## src/rtl/b58sha_pkg.sv

```systemverilog
// shared constants, types and helpers for the base58 nonce hasher
`timescale 1ns / 1ps
package b58sha_pkg;

    localparam int SuffixMaxBytes = 16;
    localparam int B58Digits = 11;
    localparam int DivStages = 11;
    localparam int DivParts = 8;
    localparam int DivPartBits = 64 / DivParts;
    localparam int EncStages = DivStages * DivParts;
    localparam int ShaRounds = 64;
    localparam logic [6:0] B58Radix = 7'd58;

    localparam logic [1:0] REG_SUFFIX_FIRST  = 2'd0;
    localparam logic [1:0] REG_SUFFIX_SECOND = 2'd1;
    localparam logic [1:0] REG_SUFFIX_LENGTH = 2'd2;

    typedef logic [31:0] t_word;
    typedef t_word t_state [8];
    typedef t_word t_sched [16];

    localparam t_word RoundK [64] = '{
        32'h428a2f98,32'h71374491,32'hb5c0fbcf,32'he9b5dba5,32'h3956c25b,32'h59f111f1,
        32'h923f82a4,32'hab1c5ed5,32'hd807aa98,32'h12835b01,32'h243185be,32'h550c7dc3,
        32'h72be5d74,32'h80deb1fe,32'h9bdc06a7,32'hc19bf174,32'he49b69c1,32'hefbe4786,
        32'h0fc19dc6,32'h240ca1cc,32'h2de92c6f,32'h4a7484aa,32'h5cb0a9dc,32'h76f988da,
        32'h983e5152,32'ha831c66d,32'hb00327c8,32'hbf597fc7,32'hc6e00bf3,32'hd5a79147,
        32'h06ca6351,32'h14292967,32'h27b70a85,32'h2e1b2138,32'h4d2c6dfc,32'h53380d13,
        32'h650a7354,32'h766a0abb,32'h81c2c92e,32'h92722c85,32'ha2bfe8a1,32'ha81a664b,
        32'hc24b8b70,32'hc76c51a3,32'hd192e819,32'hd6990624,32'hf40e3585,32'h106aa070,
        32'h19a4c116,32'h1e376c08,32'h2748774c,32'h34b0bcb5,32'h391c0cb3,32'h4ed8aa4a,
        32'h5b9cca4f,32'h682e6ff3,32'h748f82ee,32'h78a5636f,32'h84c87814,32'h8cc70208,
        32'h90befffa,32'ha4506ceb,32'hbef9a3f7,32'hc67178f2};

    localparam t_word HInit [8] = '{32'h6a09e667,32'hbb67ae85,32'h3c6ef372,32'ha54ff53a,
        32'h510e527f,32'h9b05688c,32'h1f83d9ab,32'h5be0cd19};

    function automatic logic [7:0] b58_char(input logic [5:0] d);
        logic [7:0] c;
        begin
            if (d < 6'd9) c = 8'd49 + {2'b0, d};
            else if (d < 6'd17) c = 8'd56 + {2'b0, d};
            else if (d < 6'd22) c = 8'd57 + {2'b0, d};
            else if (d < 6'd33) c = 8'd58 + {2'b0, d};
            else if (d < 6'd44) c = 8'd64 + {2'b0, d};
            else c = 8'd65 + {2'b0, d};
            return c;
        end
    endfunction

    function automatic t_word rotr(input t_word x, input int n);
        return (x >> n) | (x << (32 - n));
    endfunction

endpackage

```

## src/rtl/b58sha_round.sv

```systemverilog
// one sha-256 round stage with its schedule window
`timescale 1ns / 1ps
module b58sha_round (
    input  logic              i_clk,
    input  logic              i_en,
    input  logic [5:0]        i_idx,
    input  b58sha_pkg::t_state i_st,
    input  b58sha_pkg::t_sched i_w,
    output b58sha_pkg::t_state o_st,
    output b58sha_pkg::t_sched o_w
);
    b58sha_pkg::t_word t1, t2, s0, s1, wn;
    always_comb begin
        t1 = i_st[7] + (b58sha_pkg::rotr(i_st[4],6) ^ b58sha_pkg::rotr(i_st[4],11)
             ^ b58sha_pkg::rotr(i_st[4],25)) + ((i_st[4] & i_st[5]) ^ (~i_st[4] & i_st[6]))
             + b58sha_pkg::RoundK[i_idx] + i_w[0];
        t2 = (b58sha_pkg::rotr(i_st[0],2) ^ b58sha_pkg::rotr(i_st[0],13)
             ^ b58sha_pkg::rotr(i_st[0],22)) + ((i_st[0] & i_st[1]) ^ (i_st[0] & i_st[2])
             ^ (i_st[1] & i_st[2]));
        s0 = b58sha_pkg::rotr(i_w[1],7) ^ b58sha_pkg::rotr(i_w[1],18) ^ (i_w[1] >> 3);
        s1 = b58sha_pkg::rotr(i_w[14],17) ^ b58sha_pkg::rotr(i_w[14],19) ^ (i_w[14] >> 10);
        wn = i_w[0] + s0 + i_w[9] + s1;
    end
    always_ff @(posedge i_clk) begin
        if (i_en) begin
            o_st[0] <= t1 + t2;
            o_st[1] <= i_st[0];
            o_st[2] <= i_st[1];
            o_st[3] <= i_st[2];
            o_st[4] <= i_st[3] + t1;
            o_st[5] <= i_st[4];
            o_st[6] <= i_st[5];
            o_st[7] <= i_st[6];
            for (int k = 0; k < 15; k++) o_w[k] <= i_w[k+1];
            o_w[15] <= wn;
        end
    end
endmodule
```

## config.mk

```make
export PLATFORM = sky130hd
export DESIGN_NAME = b58sha_round
export DESIGN_NICKNAME = d
export VERILOG_FILES = /design/src/rtl/b58sha_pkg.sv /design/src/rtl/b58sha_round.sv
export SDC_FILE = /design/constraint.sdc
export NUM_CORES = 1
export LEC_CHECK = 0
export BUFFER_PORTS_ARGS = -buffer_cell sky130_fd_sc_hd__buf_2
export CAP_MARGIN = 15
export CORE_AREA = 8 8 594 596
export DETAILED_ROUTE_END_ITERATION = 7
export DIE_AREA = 0 0 602 604
export MAX_ROUTING_LAYER = met4
export PLACE_DENSITY = 0.39
export SYNTH_ARGS = -nofsm -noshare
export SYNTH_HDL_FRONTEND = slang
export SYNTH_SLANG_ARGS = --single-unit
```

## constraint.sdc

```tcl
create_clock -name i_clk -period 16.1 [get_ports i_clk]
set_input_delay 2.415 -clock i_clk [delete_from_list [all_inputs] [get_ports i_clk]]
set_output_delay 2.415 -clock i_clk [all_outputs]
set_load 0.005 [all_outputs]
```

# Word level (Yosys, flattened, before mapping)
# Memory sizes are Yosys's and may differ from the RTL's.
# Cells that the tools add are included.
dict set report op_classes {
  div_mod_pow 0
  muxes 2
  n_eq_ne 0
  shift 0
  magnitude_cmp 1
  n_reduce_logical 0
  mul 0
  addsub 10
  n_bitwise 28
}
# op n
set op_table {}
lappend op_table {{32-bit adder} 10}
lappend op_table {{32-bit XOR} 9}
lappend op_table {{32-bit AND} 5}
lappend op_table {{32-bit 2-to-1 mux} 2}
lappend op_table {{32-bit inverter} 1}
lappend op_table {{10-bit by 32-bit OR with 32-bit output} 1}
lappend op_table {{13-bit by 32-bit OR with 32-bit output} 1}
lappend op_table {{14-bit by 32-bit OR with 32-bit output} 1}
lappend op_table {{15-bit by 32-bit OR with 32-bit output} 1}
lappend op_table {{19-bit by 32-bit OR with 32-bit output} 1}
lappend op_table {{21-bit by 32-bit OR with 32-bit output} 1}
lappend op_table {{25-bit by 32-bit OR with 32-bit output} 1}
lappend op_table {{26-bit by 32-bit OR with 32-bit output} 1}
lappend op_table {{30-bit by 32-bit OR with 32-bit output} 1}
lappend op_table {{7-bit by 32-bit OR with 32-bit output} 1}
lappend op_table {{32-bit by 22-bit XOR with 32-bit output} 1}
lappend op_table {{32-bit by 29-bit XOR with 32-bit output} 1}
lappend op_table {{7-bit greater-or-equal comparator (second input constant)} 1}
lappend op_table {{6-bit inverter with 7-bit output} 1}
dict set report totals {
  reg_bits 768
  out_inout_bits 768
  latch_bits 0
  wordCells 66
  inputBits 776
  n_memories 1
  mem_bits_ro 2048
  mem_bits_rw 0
}
# name depth width read_ports rd_ports_with_merged_regs write_ports line
set memory_table {}
lappend memory_table {{(name not given)} 64 32 1 0 0 b58sha_round.sv:16} ;# + b58sha_pkg::RoundK[i_idx] + i_w[0];

# Longest topological paths before layout
dict set report depth {
  depth_word 8
  depth_mapped 34
  depth_no_buf 32
}

# Worst setup path after synthesis
# OpenSTA, ideal clock, no wires.
dict set report synth_path {
  path_kind {input-to-reg}
  from {in i_idx[3]}
  to {reg o_st[252] (netlist name) (data pin)}
  t_required_ns 15.942
  n_path_buf 4
  arrival_ns 9.055
  path_slack_ns 6.887
  setup_ns 0.158
  path_stages 29
  path_cell_list {clkbuf_1 -> clkbuf_1 -> clkbuf_1 -> buf_1 -> o211ai_1 -> o211ai_1 -> o21ai_0 -> fa_1 -> inv_1 -> ha_1 -> fa_1 -> a21o_1 -> a221oi_2 -> a21oi_2 -> a221o_1 -> a311oi_1 -> xnor2_1 -> inv_1 -> fa_1 -> inv_1 -> ha_1 -> a21o_1 -> a21o_1 -> a21oi_1 -> o21ai_0 -> a31o_2 -> a221oi_2 -> or4b_1 -> o211ai_1}
}
dict set report synth_between {
  elab_chain_len 7
}
# item line
set synth_lines {}
lappend synth_lines {{start: declaration} b58sha_round.sv:6} ;# input logic [5:0] i_idx,
lappend synth_lines {{6-bit inverter with 7-bit output (implied by the code)} b58sha_round.sv:16}
lappend synth_lines {{memory 64 x 32 bit} n/a}
lappend synth_lines {{32-bit 2-to-1 mux (implied by the code) (2 in a row)} b58sha_round.sv:16}
lappend synth_lines {{32-bit adder (2 in a row)} b58sha_round.sv:16}
lappend synth_lines {{32-bit adder} b58sha_round.sv:26} ;# o_st[0] <= t1 + t2;
lappend synth_lines {{end: declaration} b58sha_round.sv:9} ;# output b58sha_pkg::t_state o_st,
# No other way between the ends. The select of a mux whose other input is x is not followed.
# A chain may end at the register's enable or synchronous reset.

# Final worst setup path
dict set report layout_path {
  from {in i_idx[1]}
  to {reg o_st[252] (netlist name) (data pin)}
}
# The elaborated chain is that of the path after synthesis.

==> run metrics <==
root buf cell=clkbuf_16; average wire per standard cell=33.07 µm; Slew HR=16.82%; share of cells above drive strength 1=39.23%; H-tree depth=3; # nets final=5684; first-pass GRT wire length=380900 µm; RSZ-0062 raised after global routing=false; post-synthesis sequential area ratio=58.36%; Synth top cells by count=edfxtp_1, inv_1, xnor2_1, fa_1, a21oi_1; Final Instance Count excl. Fillers=9336; vias in the first global route=33163; Inst Count DP=9043; M3 GR Usage=3.730%; clk slew on worst S/H paths=0.06 ns; DRT iter0 DRCs=2195; io pins=1544; Leakage=23.83 nW; Hold EP=o_w[459]; setup bufs post-CTS=0; FMAX=94.57 MHz; Post-synth EDFFs=768; ys async rst share=0%; CTS buffer count=112; grt peak-use layer=met2; final core occ=16.60%; most common cell in the netlist=edfxtp_1; DRT Pass-1 Iters=7; GR Util met1=15.51%; Setup TNS=0 ns; grt ovf=0; Placer Congestion=0.9384; Worst Path Max Fanout=19; Period Utilization, post-route=65.68%; Clock Sink Count=768; Hold Crit Start=i_w[427]; total power divided by cell area=236.8 nW/µm²; most used cell, CP=inv_1; Total GRT Usage=16.66%; share of the synthesized area in the top cell type=58.36%; Period minus WS final=10.57 ns; area delta synth->final=44.48%; die area=363600 µm²; CTS Hold Bufs=0; CP Class=input port to register; Port-buffer cells=1543; std cell rows=216; CTS Buffer Depth=4; Final Slew Violations=0; hold depth=1; post-synthesis cell type count=76; CTS tree=done; Slowest-stage cell, CP=ha_1; VDD IR max=0.1353 mV; synthesized area=39520 µm²; #FFs+latches synth=768; vias=31820; min-delay worst type=input port to register; DP HPWL=269200 µm; Max-Cap Viols=0; Core Area=344000 µm²; Crit. End Element=register; Post-Syn Nets=4032; # DRC=0; DIE HEIGHT=604 µm; top cells by area, synth=edfxtp_1, fa_1, xnor2_1; ANT nets after route=0; largest net degree at the start of global routing=146; Final Hold Fails=0; GR Util met2=33.23%; die width=602 µm; Filler Cell Count=38351; status=finished, final reports clean; area leader, netlist=edfxtp_1; drt total wl=308700 µm; antenna violations before repair=177; post-synthesis average cell area=13.50 µm²; Largest stage delay, worst path=0.75 ns; starting density of the core=11.49%; Synth warnings=0; Vias/cell=3.408; actual slew at the worst max-slew pin=1.239 ns; Req. time, crit path=16.80 ns; synthesized instance count=2927; critical path arrival=11.27 ns; Top FF cell, synth=edfxtp_1; number of gates resized after CTS=0; crit start category=input port; Setup Viol. Count Final=0
==> worst max-delay path: cells and delay by family <==
| family | cells | cell delay [ns] |
|---|---|---|
| buf+inv | 5 | 0.83 |
| xor+xnor | 1 | 0.26 |
| simple gates | 4 | 1.28 |
| compound gates | 14 | 3.57 |
| fa+ha+maj | 6 | 2.87 |
==> routing by layer <==
metal,part of all wire (%),vias to the layer above
met3,6.3,380
met5,0,-
li1,-,13810
met2,57,1530
met4,4.2,0
met1,32,16100
==> worst max path at each step <==
stage / endpoint / slack [ns] / start / cells past startpoint
floorplan: o_st[252] / 6.89 / i_idx[3] / 29
finish: o_st[252] / 5.53 / i_idx[1] / 30
detailed placement: o_st[252] / 4.63 / i_idx[1] / 30
CTS: o_st[252] / 5.57 / i_idx[1] / 30
global route: o_st[252] / 5.14 / i_idx[1] / 30
global placement: o_st[252] / 4.59 / i_idx[1] / 30
==> registers in the layout, indices dropped and copies added, names as in the netlist <==
signal / flops
o_st: 256
o_w: 512
==> layout by cell type (no fill, tap or decap), types with 17 or more instances in the layout <==
master      Yosys  routed
buf_2           0    1541
o21ai_0       152     151
diode_2         0      91
edfxtp_1      768     768
clkbuf_16       0     112
xor2_1        147     147
ha_1          142     142
a211oi_1       18      18
mux2_2         29      29
nand2_1       119     119
clkinv_1        3      22
a21o_1        100     100
clkinvlp_4      0      17
fa_1          187     187
buf_4           0      54
xnor2_1       220     219
inv_1         401     401
nand3_1        28      28
nor3_1         30      30
nor2b_1        19      19
o21a_1         21      21
nor2_1        108     108
a21oi_1       153     152
a31oi_1        20      19
==> cell type report <==
type | instances | area [µm²] | area share [%]
well taps | 4578 | 5728 | 10.03
diodes | 91 | 227.7 | 0.3989
repair buffers | 1599 | 8193 | 14.35
inverters | 405 | 1520 | 2.663
clock inverters | 77 | 779.5 | 1.365
multi-input cells | 1693 | 14730 | 25.80
flip-flops and latches | 768 | 23060 | 40.39
clock buffers | 125 | 2851 | 4.994
==> cells by family (layout without fill, tap and decap cells) <==
kind of cell	after synthesis	after routing	share of synthesized area, %
other	0	91	0
flip-flops	768	768	58.36
buffers and inverters	466	2206	4.426
multiplexers	41	41	1.257
AND/OR/NAND/NOR	366	366	4.220
XOR/XNOR	367	367	8.134
AO/OA/AOI/OAI	587	587	9.559
adder cells (fa/ha/maj)	332	332	14.05
==> stage by stage <==
| stage | worst slack (ns) | hold slack (ns) | cell area (µm²) | total power [W] |
|---|---|---|---|---|
| floorplan | 6.887 | 2.514 | 39520 | 0.008035 |
| detailed placement | 4.627 | 2.593 | 53230 | 0.01120 |
| CTS | 5.568 | 1.575 | 56870 | 0.01386 |
| global route | 5.141 | 1.630 | 57060 | 0.01456 |
| global placement | 4.595 | 2.592 | 53230 | 0.01124 |
| finish | 5.526 | 1.699 | 57090 | 0.01352 |
==> where the power goes <==
group | internal, W | switching, W | total, W | leakage, nW
Clock | 0.00145 | 0.00106 | 0.00252 | 1.73
Sequential | 0.00288 | 0.0000895 | 0.00297 | 7.52
Combinational | 0.00307 | 0.00496 | 0.00803 | 14.6
Total | 0.00740 | 0.00611 | 0.0135 | 23.8
No activity file was read; power rests on OpenSTA's default activity.
